`src/rtl/sra_pkg.sv`:
```
// types, constants and control store of the spectrum region activation block
package sra_pkg;

    // configuration register indexes
    localparam int unsigned CFG_IDX_W = 3;
    localparam logic [CFG_IDX_W-1:0] REG_LEFT   = 3'd0;
    localparam logic [CFG_IDX_W-1:0] REG_RIGHT  = 3'd1;
    localparam logic [CFG_IDX_W-1:0] REG_BOTTOM = 3'd2;
    localparam logic [CFG_IDX_W-1:0] REG_TOP    = 3'd3;
    localparam logic [CFG_IDX_W-1:0] REG_COUNT  = 3'd4;

    // microprogram address width and step addresses
    localparam int unsigned UPC_W = 5;
    localparam logic [UPC_W-1:0] A_IDLE      = 5'd0;
    localparam logic [UPC_W-1:0] A_CHECK     = 5'd1;
    localparam logic [UPC_W-1:0] A_FRESH     = 5'd2;
    localparam logic [UPC_W-1:0] A_INIT_STEP = 5'd3;
    localparam logic [UPC_W-1:0] A_DIV_STEP  = 5'd4;
    localparam logic [UPC_W-1:0] A_SAVE_STEP = 5'd5;
    localparam logic [UPC_W-1:0] A_INIT_POS  = 5'd6;
    localparam logic [UPC_W-1:0] A_DIV_POS   = 5'd7;
    localparam logic [UPC_W-1:0] A_SAVE_POS  = 5'd8;
    localparam logic [UPC_W-1:0] A_EDGE      = 5'd9;
    localparam logic [UPC_W-1:0] A_OVL       = 5'd10;
    localparam logic [UPC_W-1:0] A_MUL       = 5'd11;
    localparam logic [UPC_W-1:0] A_ACC       = 5'd12;
    localparam logic [UPC_W-1:0] A_FRAME     = 5'd13;
    localparam logic [UPC_W-1:0] A_AREA      = 5'd14;
    localparam logic [UPC_W-1:0] A_INIT_FRAC = 5'd15;
    localparam logic [UPC_W-1:0] A_DIV_FRAC  = 5'd16;
    localparam logic [UPC_W-1:0] A_ROUND     = 5'd17;
    localparam logic [UPC_W-1:0] A_SAT       = 5'd18;
    localparam logic [UPC_W-1:0] A_ZERO      = 5'd19;
    localparam logic [UPC_W-1:0] A_EMIT      = 5'd20;
    localparam logic [UPC_W-1:0] A_HOLD      = 5'd21;

    // datapath operations
    typedef enum logic [4:0] {
        OP_NOP,
        OP_LOAD,
        OP_INIT_STEP,
        OP_DIV_STEP,
        OP_SAVE_STEP,
        OP_INIT_POS,
        OP_SAVE_POS,
        OP_EDGE,
        OP_OVL,
        OP_MUL,
        OP_ACC,
        OP_AREA,
        OP_INIT_FRAC,
        OP_ROUND,
        OP_SAT,
        OP_ZERO,
        OP_EMIT
    } op_t;

    // jump conditions
    typedef enum logic [3:0] {
        C_NEVER,
        C_ALWAYS,
        C_NO_REQ,
        C_POS_GE_N,
        C_FRESH,
        C_POS_ZERO,
        C_LOOP,
        C_NOT_LAST,
        C_AREA_EMPTY,
        C_NUM_GE_DEN,
        C_OUT_FREE
    } cond_t;

    // loop counter actions
    typedef enum logic [2:0] {
        CNT_HOLD,
        CNT_DEC,
        CNT_EDGE,
        CNT_POS,
        CNT_FRAC
    } cnt_op_t;

    typedef struct packed {
        op_t              op;
        cond_t            cond;
        cnt_op_t          cnt;
        logic [UPC_W-1:0] target;
    } uword_t;

    // datapath flags seen by the sequencer
    typedef struct packed {
        logic req;
        logic pos_ge_n;
        logic fresh;
        logic pos_zero;
        logic not_last;
        logic area_empty;
        logic num_ge_den;
        logic out_free;
    } status_t;

    // control store
    function automatic uword_t ucode(input logic [UPC_W-1:0] addr);
        uword_t w;
        w = '{OP_NOP, C_ALWAYS, CNT_HOLD, A_IDLE};
        unique case (addr)
            A_IDLE:      w = '{OP_LOAD,      C_NO_REQ,     CNT_HOLD, A_IDLE};
            A_CHECK:     w = '{OP_NOP,       C_POS_GE_N,   CNT_HOLD, A_FRAME};
            A_FRESH:     w = '{OP_NOP,       C_FRESH,      CNT_HOLD, A_EDGE};
            A_INIT_STEP: w = '{OP_INIT_STEP, C_NEVER,      CNT_EDGE, A_IDLE};
            A_DIV_STEP:  w = '{OP_DIV_STEP,  C_LOOP,       CNT_DEC,  A_DIV_STEP};
            A_SAVE_STEP: w = '{OP_SAVE_STEP, C_POS_ZERO,   CNT_HOLD, A_EDGE};
            A_INIT_POS:  w = '{OP_INIT_POS,  C_NEVER,      CNT_POS,  A_IDLE};
            A_DIV_POS:   w = '{OP_DIV_STEP,  C_LOOP,       CNT_DEC,  A_DIV_POS};
            A_SAVE_POS:  w = '{OP_SAVE_POS,  C_NEVER,      CNT_HOLD, A_IDLE};
            A_EDGE:      w = '{OP_EDGE,      C_NEVER,      CNT_HOLD, A_IDLE};
            A_OVL:       w = '{OP_OVL,       C_NEVER,      CNT_HOLD, A_IDLE};
            A_MUL:       w = '{OP_MUL,       C_NEVER,      CNT_HOLD, A_IDLE};
            A_ACC:       w = '{OP_ACC,       C_NEVER,      CNT_HOLD, A_IDLE};
            A_FRAME:     w = '{OP_NOP,       C_NOT_LAST,   CNT_HOLD, A_IDLE};
            A_AREA:      w = '{OP_AREA,      C_AREA_EMPTY, CNT_HOLD, A_ZERO};
            A_INIT_FRAC: w = '{OP_INIT_FRAC, C_NUM_GE_DEN, CNT_FRAC, A_SAT};
            A_DIV_FRAC:  w = '{OP_DIV_STEP,  C_LOOP,       CNT_DEC,  A_DIV_FRAC};
            A_ROUND:     w = '{OP_ROUND,     C_ALWAYS,     CNT_HOLD, A_EMIT};
            A_SAT:       w = '{OP_SAT,       C_ALWAYS,     CNT_HOLD, A_EMIT};
            A_ZERO:      w = '{OP_ZERO,      C_NEVER,      CNT_HOLD, A_IDLE};
            A_EMIT:      w = '{OP_EMIT,      C_OUT_FREE,   CNT_HOLD, A_IDLE};
            A_HOLD:      w = '{OP_NOP,       C_ALWAYS,     CNT_HOLD, A_EMIT};
            default:     w = '{OP_NOP,       C_ALWAYS,     CNT_HOLD, A_IDLE};
        endcase
        return w;
    endfunction

endpackage

```
`src/rtl/sra_ctrl.sv`:
```
// microcode sequencer: step counter, control store and loop counter
module sra_ctrl #(
    parameter int unsigned EDGE_STEPS = 17,
    parameter int unsigned POS_STEPS  = 25,
    parameter int unsigned FRAC_STEPS = 16
) (
    input  logic              aclk,
    input  logic              aresetn,
    input  sra_pkg::status_t  status,
    output sra_pkg::op_t      op
);

    // position division is the longest loop
    localparam int unsigned CNT_W = $clog2(POS_STEPS + 1);

    logic [sra_pkg::UPC_W-1:0] pc_reg, pc_next;
    logic [CNT_W-1:0]          cnt_reg, cnt_next;
    sra_pkg::uword_t           word;
    logic                      take;

    assign word = sra_pkg::ucode(pc_reg);
    assign op   = word.op;

    always_comb begin
        unique case (word.cond)
            sra_pkg::C_NEVER:      take = 1'b0;
            sra_pkg::C_ALWAYS:     take = 1'b1;
            sra_pkg::C_NO_REQ:     take = !status.req;
            sra_pkg::C_POS_GE_N:   take = status.pos_ge_n;
            sra_pkg::C_FRESH:      take = status.fresh;
            sra_pkg::C_POS_ZERO:   take = status.pos_zero;
            sra_pkg::C_LOOP:       take = (cnt_reg != CNT_W'(1));
            sra_pkg::C_NOT_LAST:   take = status.not_last;
            sra_pkg::C_AREA_EMPTY: take = status.area_empty;
            sra_pkg::C_NUM_GE_DEN: take = status.num_ge_den;
            sra_pkg::C_OUT_FREE:   take = status.out_free;
            default:               take = 1'b0;
        endcase
        pc_next = take ? word.target : pc_reg + sra_pkg::UPC_W'(1);
    end

    always_comb begin
        unique case (word.cnt)
            sra_pkg::CNT_HOLD: cnt_next = cnt_reg;
            sra_pkg::CNT_DEC:  cnt_next = cnt_reg - CNT_W'(1);
            sra_pkg::CNT_EDGE: cnt_next = CNT_W'(EDGE_STEPS);
            sra_pkg::CNT_POS:  cnt_next = CNT_W'(POS_STEPS);
            sra_pkg::CNT_FRAC: cnt_next = CNT_W'(FRAC_STEPS);
            default:           cnt_next = cnt_reg;
        endcase
    end

    always_ff @(posedge aclk) begin
        if (!aresetn) begin
            pc_reg  <= sra_pkg::A_IDLE;
            cnt_reg <= '0;
        end else begin
            pc_reg  <= pc_next;
            cnt_reg <= cnt_next;
        end
    end

endmodule

```
`src/rtl/spectrum_region_activation.sv`:
```
// top level of the spectrum region activation block: registers, datapath, ports
//
// Measures how much of a rectangular region of a spectrum display the bars
// cover. One bar magnitude is taken per request, in bar order; bar i spans
// floor(i*ONE/N) to floor((i+1)*ONE/N) across and 0 to its magnitude up. The
// overlap area of each bar with the region is summed exactly, and on the
// request flagged tlast the sum is divided by the region area, rounded to
// nearest, and sent out together with a flag that says whether it differs
// from the previous frame's value. A bar is finished before the next request
// is taken; the bar edges are stepped incrementally and the overlap product
// goes through one shared multiplier. After reset or a write of bar_count the
// next bar also runs the step width division, and a division for its left
// edge when that write fell mid-frame. The last bar of a frame adds the area
// product and a restoring divide of one quotient bit per cycle, which is
// skipped when the region is empty or fully covered, plus any wait for the
// result register to be taken. A new request is taken while an earlier
// result is still waiting on m_tready.
module spectrum_region_activation #(
    parameter int unsigned MAX_BARS  = 256,
    parameter int unsigned FRAC_BITS = 16
) (
    input  logic                        aclk,
    input  logic                        aresetn,
    // configuration writes
    input  logic                        cfg_valid,
    output logic                        cfg_ready,
    input  logic [sra_pkg::CFG_IDX_W-1:0] cfg_index,
    input  logic [((FRAC_BITS+1 > $clog2(MAX_BARS+1)) ? FRAC_BITS+1
                  : $clog2(MAX_BARS+1))-1:0] cfg_data,
    // bar input
    input  logic                        s_tvalid,
    output logic                        s_tready,
    input  logic [((FRAC_BITS+8)/8)*8-1:0] s_tdata,  // bar_magnitude
    input  logic                        s_tlast,     // last_bar
    // activation output
    output logic                        m_tvalid,
    input  logic                        m_tready,
    output logic [((FRAC_BITS+8)/8)*8-1:0] m_tdata,  // activation
    output logic                        m_tuser      // activation_changed
);

    localparam int unsigned EDGE_W = FRAC_BITS + 1;
    localparam int unsigned DATA_W = ((FRAC_BITS + 8) / 8) * 8;
    localparam int unsigned POS_W  = $clog2(MAX_BARS + 1);
    localparam int unsigned PROD_W = 2 * FRAC_BITS + 1;
    localparam int unsigned REM_W  = PROD_W + 1;
    localparam int unsigned DVD_W  = POS_W + FRAC_BITS;
    localparam int unsigned CFG_W  = (EDGE_W > POS_W) ? EDGE_W : POS_W;
    localparam int unsigned CSRC_W = (CFG_W < 16) ? CFG_W : 16;

    localparam logic [EDGE_W-1:0] ONE       = EDGE_W'(1) << FRAC_BITS;
    localparam logic [EDGE_W-1:0] LO_RST    = EDGE_W'(((2 ** FRAC_BITS) * 17 + 20) / 40);
    localparam logic [EDGE_W-1:0] HI_RST    = EDGE_W'(((2 ** FRAC_BITS) * 23 + 20) / 40);
    localparam logic [POS_W-1:0]  MAX_N     = POS_W'(MAX_BARS);
    localparam logic [POS_W-1:0]  COUNT_RST = POS_W'((MAX_BARS < 32) ? MAX_BARS : 32);

    function automatic logic [EDGE_W-1:0] sat_one(input logic [EDGE_W-1:0] v);
        return (v > ONE) ? ONE : v;
    endfunction

    // configuration registers
    logic [EDGE_W-1:0] left_reg, left_next;
    logic [EDGE_W-1:0] right_reg, right_next;
    logic [EDGE_W-1:0] bottom_reg, bottom_next;
    logic [EDGE_W-1:0] top_reg, top_next;
    logic [POS_W-1:0]  count_reg, count_next;

    // frame state
    logic              stale_reg, stale_next;   // step width needs recomputing
    logic [POS_W-1:0]  pos_reg, pos_next;
    logic [PROD_W-1:0] sum_reg, sum_next;
    logic [EDGE_W-1:0] last_act_reg, last_act_next;

    // captured request
    logic [EDGE_W-1:0] mag_reg, mag_next;
    logic              last_reg, last_next;

    // bar edge stepping: edge = q0 * i + carries of r0 / n
    logic [EDGE_W-1:0] q0_reg, q0_next;
    logic [POS_W-1:0]  r0_reg, r0_next;
    logic [EDGE_W-1:0] e0_reg, e0_next;
    logic [POS_W-1:0]  erem_reg, erem_next;
    logic [EDGE_W-1:0] e1_reg, e1_next;

    // overlaps and product
    logic [EDGE_W-1:0] h_reg, h_next;
    logic [EDGE_W-1:0] v_reg, v_next;
    logic [PROD_W-1:0] prod_reg, prod_next;

    // shared restoring divider
    logic [REM_W-1:0]  rem_reg, rem_next;
    logic [PROD_W-1:0] den_reg, den_next;
    logic [DVD_W-1:0]  dvd_reg, dvd_next;
    logic [DVD_W-1:0]  quo_reg, quo_next;

    // result register
    logic              m_valid_reg, m_valid_next;
    logic [EDGE_W-1:0] act_reg, act_next;
    logic              chg_reg, chg_next;

    sra_pkg::op_t     op;
    sra_pkg::status_t status;

    logic [EDGE_W-1:0]   left_s, right_s, bottom_s, top_s;
    logic [POS_W-1:0]    n_eff;
    logic [CSRC_W-1:0]   count_src;
    logic [EDGE_W-1:0]   dx, dy;
    logic                area_empty;
    logic [EDGE_W-1:0]   mul_a, mul_b;
    logic [2*EDGE_W-1:0] mul_full;
    logic [REM_W-1:0]    rem_sh, den_ext, div_diff;
    logic                div_ge;
    logic [POS_W:0]      rsum;
    logic                carry;
    logic [EDGE_W-1:0]   vt, hi, lo;
    logic                in_fire, out_free, emit;

    assign cfg_ready = 1'b1;
    assign s_tready  = (op == sra_pkg::OP_LOAD);
    assign in_fire   = s_tvalid && s_tready;
    assign out_free  = !m_valid_reg || m_tready;
    assign emit      = (op == sra_pkg::OP_EMIT) && out_free;

    assign m_tvalid = m_valid_reg;
    assign m_tdata  = DATA_W'(act_reg);
    assign m_tuser  = chg_reg;

    // bar count write keeps 16 bits, a count past MAX_BARS is stored as MAX_BARS
    assign count_src = cfg_data[CSRC_W-1:0];

    // edges above one are clamped; bar count out of range is clamped to 1..MAX_BARS
    assign left_s   = sat_one(left_reg);
    assign right_s  = sat_one(right_reg);
    assign bottom_s = sat_one(bottom_reg);
    assign top_s    = sat_one(top_reg);
    assign n_eff    = (count_reg == '0) ? POS_W'(1) :
                      (count_reg > MAX_N) ? MAX_N : count_reg;

    assign dx         = right_s - left_s;
    assign dy         = top_s - bottom_s;
    assign area_empty = !((right_s > left_s) && (top_s > bottom_s));

    // one multiplier for the bar overlap product and the region area
    assign mul_a    = (op == sra_pkg::OP_AREA) ? dx : h_reg;
    assign mul_b    = (op == sra_pkg::OP_AREA) ? dy : v_reg;
    assign mul_full = mul_a * mul_b;

    // one quotient bit per cycle, dividend bits shift in from the top of dvd_reg
    assign rem_sh   = {rem_reg[REM_W-2:0], dvd_reg[DVD_W-1]};
    assign den_ext  = {1'b0, den_reg};
    assign div_ge   = (rem_sh >= den_ext);
    assign div_diff = rem_sh - den_ext;

    // next bar edge from the stepped remainder
    assign rsum  = {1'b0, erem_reg} + {1'b0, r0_reg};
    assign carry = (rsum >= {1'b0, n_eff});

    // vertical overlap with a bar that spans 0..magnitude
    assign vt = (mag_reg < top_s) ? mag_reg : top_s;
    // horizontal overlap with the bar between e0 and e1
    assign hi = (e1_reg < right_s) ? e1_reg : right_s;
    assign lo = (e0_reg > left_s) ? e0_reg : left_s;

    assign status.req        = s_tvalid;
    assign status.pos_ge_n   = (pos_reg >= n_eff);
    assign status.fresh      = !stale_reg;
    assign status.pos_zero   = (pos_reg == '0);
    assign status.not_last   = !last_reg;
    assign status.area_empty = area_empty;
    assign status.num_ge_den = ({1'b0, sum_reg} >= {1'b0, prod_reg});
    assign status.out_free   = out_free;

    sra_ctrl #(
        .EDGE_STEPS (EDGE_W),
        .POS_STEPS  (DVD_W),
        .FRAC_STEPS (FRAC_BITS)
    ) u_ctrl (
        .aclk    (aclk),
        .aresetn (aresetn),
        .status  (status),
        .op      (op)
    );

    always_comb begin
        left_next     = left_reg;
        right_next    = right_reg;
        bottom_next   = bottom_reg;
        top_next      = top_reg;
        count_next    = count_reg;
        stale_next    = stale_reg;
        pos_next      = pos_reg;
        sum_next      = sum_reg;
        last_act_next = last_act_reg;
        mag_next      = mag_reg;
        last_next     = last_reg;
        q0_next       = q0_reg;
        r0_next       = r0_reg;
        e0_next       = e0_reg;
        erem_next     = erem_reg;
        e1_next       = e1_reg;
        h_next        = h_reg;
        v_next        = v_reg;
        prod_next     = prod_reg;
        rem_next      = rem_reg;
        den_next      = den_reg;
        dvd_next      = dvd_reg;
        quo_next      = quo_reg;
        m_valid_next  = m_valid_reg;
        act_next      = act_reg;
        chg_next      = chg_reg;

        if (cfg_valid && cfg_ready) begin
            unique case (cfg_index)
                sra_pkg::REG_LEFT:   left_next   = cfg_data[EDGE_W-1:0];
                sra_pkg::REG_RIGHT:  right_next  = cfg_data[EDGE_W-1:0];
                sra_pkg::REG_BOTTOM: bottom_next = cfg_data[EDGE_W-1:0];
                sra_pkg::REG_TOP:    top_next    = cfg_data[EDGE_W-1:0];
                sra_pkg::REG_COUNT: begin
                    count_next = (count_src > CSRC_W'(MAX_BARS)) ? MAX_N
                                                                 : POS_W'(count_src);
                    stale_next = 1'b1;
                end
                default: ;
            endcase
        end

        if (m_tready) begin
            m_valid_next = 1'b0;
        end

        case (op)
            sra_pkg::OP_LOAD: begin
                if (in_fire) begin
                    mag_next  = s_tdata[EDGE_W-1:0];
                    last_next = s_tlast;
                end
            end
            // step width ONE / n
            sra_pkg::OP_INIT_STEP: begin
                rem_next = '0;
                den_next = PROD_W'(n_eff);
                dvd_next = DVD_W'(ONE) << (POS_W - 1);
                quo_next = '0;
            end
            sra_pkg::OP_DIV_STEP: begin
                rem_next = div_ge ? div_diff : rem_sh;
                quo_next = {quo_reg[DVD_W-2:0], div_ge};
                dvd_next = dvd_reg << 1;
            end
            sra_pkg::OP_SAVE_STEP: begin
                q0_next    = quo_reg[EDGE_W-1:0];
                r0_next    = rem_reg[POS_W-1:0];
                stale_next = 1'b0;
                e0_next    = '0;
                erem_next  = '0;
            end
            // bar count changed mid-frame: left edge of this bar from scratch
            sra_pkg::OP_INIT_POS: begin
                rem_next = '0;
                den_next = PROD_W'(n_eff);
                dvd_next = {pos_reg, {FRAC_BITS{1'b0}}};
                quo_next = '0;
            end
            sra_pkg::OP_SAVE_POS: begin
                e0_next   = quo_reg[EDGE_W-1:0];
                erem_next = rem_reg[POS_W-1:0];
            end
            sra_pkg::OP_EDGE: begin
                e1_next   = e0_reg + q0_reg + EDGE_W'(carry);
                erem_next = carry ? POS_W'(rsum - {1'b0, n_eff}) : rsum[POS_W-1:0];
                v_next    = (vt > bottom_s) ? vt - bottom_s : '0;
            end
            sra_pkg::OP_OVL: begin
                h_next = (hi > lo) ? hi - lo : '0;
            end
            sra_pkg::OP_MUL, sra_pkg::OP_AREA: begin
                prod_next = mul_full[PROD_W-1:0];
            end
            sra_pkg::OP_ACC: begin
                sum_next = sum_reg + prod_reg;
                pos_next = pos_reg + POS_W'(1);
                e0_next  = e1_reg;
            end
            sra_pkg::OP_INIT_FRAC: begin
                rem_next = REM_W'(sum_reg);
                den_next = prod_reg;
                dvd_next = '0;
                quo_next = '0;
            end
            // round to nearest, ties up
            sra_pkg::OP_ROUND: begin
                quo_next = quo_reg + DVD_W'(div_ge);
            end
            sra_pkg::OP_SAT: begin
                quo_next = DVD_W'(ONE);
            end
            sra_pkg::OP_ZERO: begin
                quo_next = '0;
            end
            sra_pkg::OP_EMIT: begin
                if (emit) begin
                    m_valid_next  = 1'b1;
                    act_next      = quo_reg[EDGE_W-1:0];
                    chg_next      = (quo_reg[EDGE_W-1:0] != last_act_reg);
                    last_act_next = quo_reg[EDGE_W-1:0];
                    sum_next      = '0;
                    pos_next      = '0;
                    e0_next       = '0;
                    erem_next     = '0;
                end
            end
            default: ;
        endcase
    end

    always_ff @(posedge aclk) begin
        if (!aresetn) begin
            left_reg     <= LO_RST;
            right_reg    <= HI_RST;
            bottom_reg   <= LO_RST;
            top_reg      <= HI_RST;
            count_reg    <= COUNT_RST;
            stale_reg    <= 1'b1;
            pos_reg      <= '0;
            sum_reg      <= '0;
            last_act_reg <= '0;
            m_valid_reg  <= 1'b0;
        end else begin
            left_reg     <= left_next;
            right_reg    <= right_next;
            bottom_reg   <= bottom_next;
            top_reg      <= top_next;
            count_reg    <= count_next;
            stale_reg    <= stale_next;
            pos_reg      <= pos_next;
            sum_reg      <= sum_next;
            last_act_reg <= last_act_next;
            m_valid_reg  <= m_valid_next;
        end
    end

    // payload registers
    always_ff @(posedge aclk) begin
        mag_reg  <= mag_next;
        last_reg <= last_next;
        q0_reg   <= q0_next;
        r0_reg   <= r0_next;
        e0_reg   <= e0_next;
        erem_reg <= erem_next;
        e1_reg   <= e1_next;
        h_reg    <= h_next;
        v_reg    <= v_next;
        prod_reg <= prod_next;
        rem_reg  <= rem_next;
        den_reg  <= den_next;
        dvd_reg  <= dvd_next;
        quo_reg  <= quo_next;
        act_reg  <= act_next;
        chg_reg  <= chg_next;
    end

    // one request in flight at a time
    a_one_request: assert property (@(posedge aclk) disable iff (!aresetn)
        (s_tvalid && s_tready) |=> !s_tready)
        else $error("request taken while a bar is in progress");

    // a result only follows a bar flagged last
    a_emit_on_last: assert property (@(posedge aclk) disable iff (!aresetn)
        emit |-> last_reg)
        else $error("result sent for a bar not marked last");

    // bar position stays within the largest bar count
    a_pos_bound: assert property (@(posedge aclk) disable iff (!aresetn)
        pos_reg <= MAX_N)
        else $error("bar position overran");

    // stepped bar edges are ordered and within the display
    a_edge_order: assert property (@(posedge aclk) disable iff (!aresetn)
        (op == sra_pkg::OP_OVL) |-> (e1_reg >= e0_reg) && (e1_reg <= ONE))
        else $error("bar edges out of order");

    // accumulation never wraps
    a_sum_grows: assert property (@(posedge aclk) disable iff (!aresetn)
        (op == sra_pkg::OP_ACC) |=> (sum_reg >= $past(sum_reg)))
        else $error("covered sum wrapped");

endmodule

```
`config.mk`:
```
export PLATFORM = sky130hd
export DESIGN_NAME = spectrum_region_activation
export DESIGN_NICKNAME = d
export VERILOG_FILES = /design/src/rtl/sra_pkg.sv /design/src/rtl/sra_ctrl.sv /design/src/rtl/spectrum_region_activation.sv
export SDC_FILE = /design/constraint.sdc
export NUM_CORES = 2
export LEC_CHECK = 0
export BUFFER_PORTS_ARGS = -buffer_cell sky130_fd_sc_hd__buf_2
export CELL_PAD_IN_SITES_DETAIL_PLACEMENT = 0
export CELL_PAD_IN_SITES_GLOBAL_PLACEMENT = 1
export CORE_MARGIN = 2
export CORE_UTILIZATION = 51
export DETAILED_ROUTE_END_ITERATION = 16
export HOLD_SLACK_MARGIN = 0.02
export PLACE_DENSITY = 0.95
export SLEW_MARGIN = 30
export SYNTH_ARGS = -nofsm -noshare
export SYNTH_HDL_FRONTEND = slang
export SYNTH_HIERARCHICAL = 1
export SYNTH_SLANG_ARGS = --single-unit
```
`constraint.sdc`:
```
create_clock -name aclk -period 12.3 [get_ports aclk]
set_clock_uncertainty 0.2 [all_clocks]
set_input_delay 1.845 -clock aclk [delete_from_list [all_inputs] [get_ports aclk]]
set_output_delay 1.845 -clock aclk [all_outputs]
set_load 0.005 [all_outputs]
```
==> run_results.csv <==
group,metric,value,unit
synthesis,synth_ff_type,"edfxtp_1",
routing,vias,29124,
routing,drtIter0Drc,2312,
clock_network,worstSkewPairLatency,0.63,ns
setup_path,cp_max_fo,11,
job,maxCapViolations,0,
sta,rsz0062_at_grt,"false",
final_layout,drive_above_1_share,7.088,%
synthesis,synth_area_leaders,"edfxtp_1, ha_1, fa_1, dfxtp_1, nand2_1",
setup_path,cp-end-kind,"flop",
synthesis,syn-instance-count,4152,
sta,fmax,92.39,MHz
setup_path,cp.arrival,10.96,ns
synthesis,netlist-cell-type-count,97,
placed_design,gp_congestion,0.9063,
synthesis,async_reset_ff_share,0,%
die,dieArea,75520,sq um
synthesis,yosysWarnings,6,
setup_path,cp_slowest_cell,"a311oi_1",
grt,grt_max_degree,85,
die,io-pin-count,78,
synthesis,synth_top_area_cell,"edfxtp_1",
sta,worst_pin_slew,0.9616,ns
clock_network,cts_tree,"done",
synthesis,netlist.area_leader.share,21.19,%
die,die_w,274.8,um
sta,final_hold_viol_count,0,
pwr,peakVddDrop,0.0002291,V
placed_design,portBuffers,62,
die,initial_core_util,51.35,%
sta,hold_ws,0.2788,ns
clock_network,cts_buffer_depth,3,
pwr,leakage,18.18,nW
clock_network,post-cts-setup-buffer-count,0,
synthesis,synth_edf_count,264,
sta,post-route-min-period,10.82,ns
grt,gr-total-overflow,0,
clock_network,cts_hold_buf,0,
final_layout,nets,4818,
sta,setup_violations,0,
grt,antenna_found_initial,1,
synthesis,synth_area_per_cell,9.009,sq um
final_layout,diodes,0,
setup_path,cpMostUsedCell,"fa_1",
setup_path,path_class,"reg -> reg",
placed_design,dp_hpwl,70740,um
final_layout,n_fill_cell,6488,
grt,grt_pass1_wl,148900,um
hold_path,min_path_type,"reg -> reg",
clock_network,clkSinkCount,429,
final_layout,area_growth,8.346,%
sta,drv_slew,0,
status,outcome,"complete, no violations",
sta,slew-limit-headroom,34.06,%
setup_path,worstPathRequired,12.43,ns
clock_network,htreeDepth,2,
setup_path,critPathLaunchType,"flop",
routing,drc,0,
routing,drt_wl_total,91770,um
clock_network,cts_resized,0,
die,row_count,99,
clock_network,path_clk_slew,0.06,ns
routing,ant_nets,0,
sta,setup_tns,0,ns
pwr,pwr_density_cell,211.1,nW/um^2
sta,fin_crit_sh,87.99,%
final_layout,final_common_cell,"nand2_1",
clock_network,cts_buffers,50,
clock_network,cts_root_buffer,"clkbuf_16",
synthesis,syn_area,37400,sq um
routing,dr.pass1.iters,6,
synthesis,ys_seq_area_share,30.03,%
routing,routedWlPerCell,17.77,um
final_layout,final_cell_mix,"nand2_1, inv_1, ha_1",
grt,grt_usage,24.36,%
die,dieHeight,274.8,um
setup_path,crit_path_max_incr_delay,0.57,ns
synthesis,postSynthRegisterBits,429,
routing,vias_per_cell,5.641,
grt,grt_pass1_vias,28682,
die,coreArea,72830,sq um
power by group:
group | leakage, nW | internal, mW | switching [mW]
Combinational | 13.5 | 1.97 | 2.67
Sequential | 3.74 | 2.03 | 0.223
Clock | 0.904 | 1.03 | 0.634
cells in the mapped netlist, types with 35 or more instances:
master    instances
nand3_1          89
nand2_1         634
inv_1           487
a21boi_0         60
ha_1            373
nand4_1          35
fa_1            233
nor2_1          243
o21ai_0         177
xor2_1           70
nor4_1           55
a21oi_1         192
nand2b_1         67
nor2b_1          68
a21o_1           83
xnor2_1         128
o21a_1           36
clkbuf_1        111
o21ai_1          36
edfxtp_1        264
and2_1           62
dfxtp_1         165
area by class of cell:
class | count | area, sq um | share of cell area, %
repair buffers | 106 | 643.1 | 1.587
flip-flops and latches | 429 | 11230 | 27.71
multi-input cells | 3077 | 23720 | 58.53
clock buffers | 59 | 1315 | 3.245
clock inverters | 35 | 548.0 | 1.352
well taps | 959 | 1200 | 2.961
inverters | 498 | 1871 | 4.616
kinds of logic after synthesis:
kind of cell | share of synthesized area (%)
AO/OA/AOI/OAI | 14.61
XOR/XNOR | 4.636
adder cells (fa/ha/maj) | 24.95
buffers and inverters | 6.841
flip-flops | 30.03
multiplexers | 2.071
other | 0.02008
AND/OR/NAND/NOR | 16.85
stage by stage:
stage                     setup slack, ns  instance area, sq um  cells  total power [mW]  util (%)
after global placement              1.784                 38620   5069             6.763     53.03
after detailed placement            1.649                 38640   5069             6.880     53.06
final                               1.477                 40530   5163             8.555     55.64
after global routing               0.9696                 40530   5163             9.319     55.64
after floorplan                     2.585                 37430   4158             5.933         -
after CTS                           1.579                 40510   5163             8.574     55.61
worst max-delay path, delay by kind of cell (launching register included):
family	cells	cell delay, ns
buffers and inverters	7	0.80
and+or+nand+nor	7	1.45
DFF	1	0.35
xor gates and xnor gates	2	0.23
AOI/OAI and AO/OA	14	3.45
adders and majority gates	9	4.05
worst paths after layout:
| kind | start | cells after the start | slack (ns) | end |
|---|---|---|---|---|
| max | left_reg[16] | 39 | 1.48 | prod_reg[32] |
| min | last_act_reg[5] | 2 | 0.28 | last_act_reg[5] |
| max reg2reg | left_reg[16] | 39 | 1.48 | prod_reg[32] |
| min reg2reg | last_act_reg[5] | 2 | 0.28 | last_act_reg[5] |
routing by layer:
| metal | track usage [%] | vias to the layer above | part of all wire, % |
|---|---|---|---|
| met5 | 0 | - | 0 |
| met2 | 40.00 | 913 | 46 |
| met4 | 7.127 | 0 | 2.6 |
| li1 | - | 14156 | - |
| met3 | 3.186 | 156 | 6.5 |
| met1 | 33.72 | 13899 | 45 |
No activity file was read; power rests on OpenSTA's default activity.
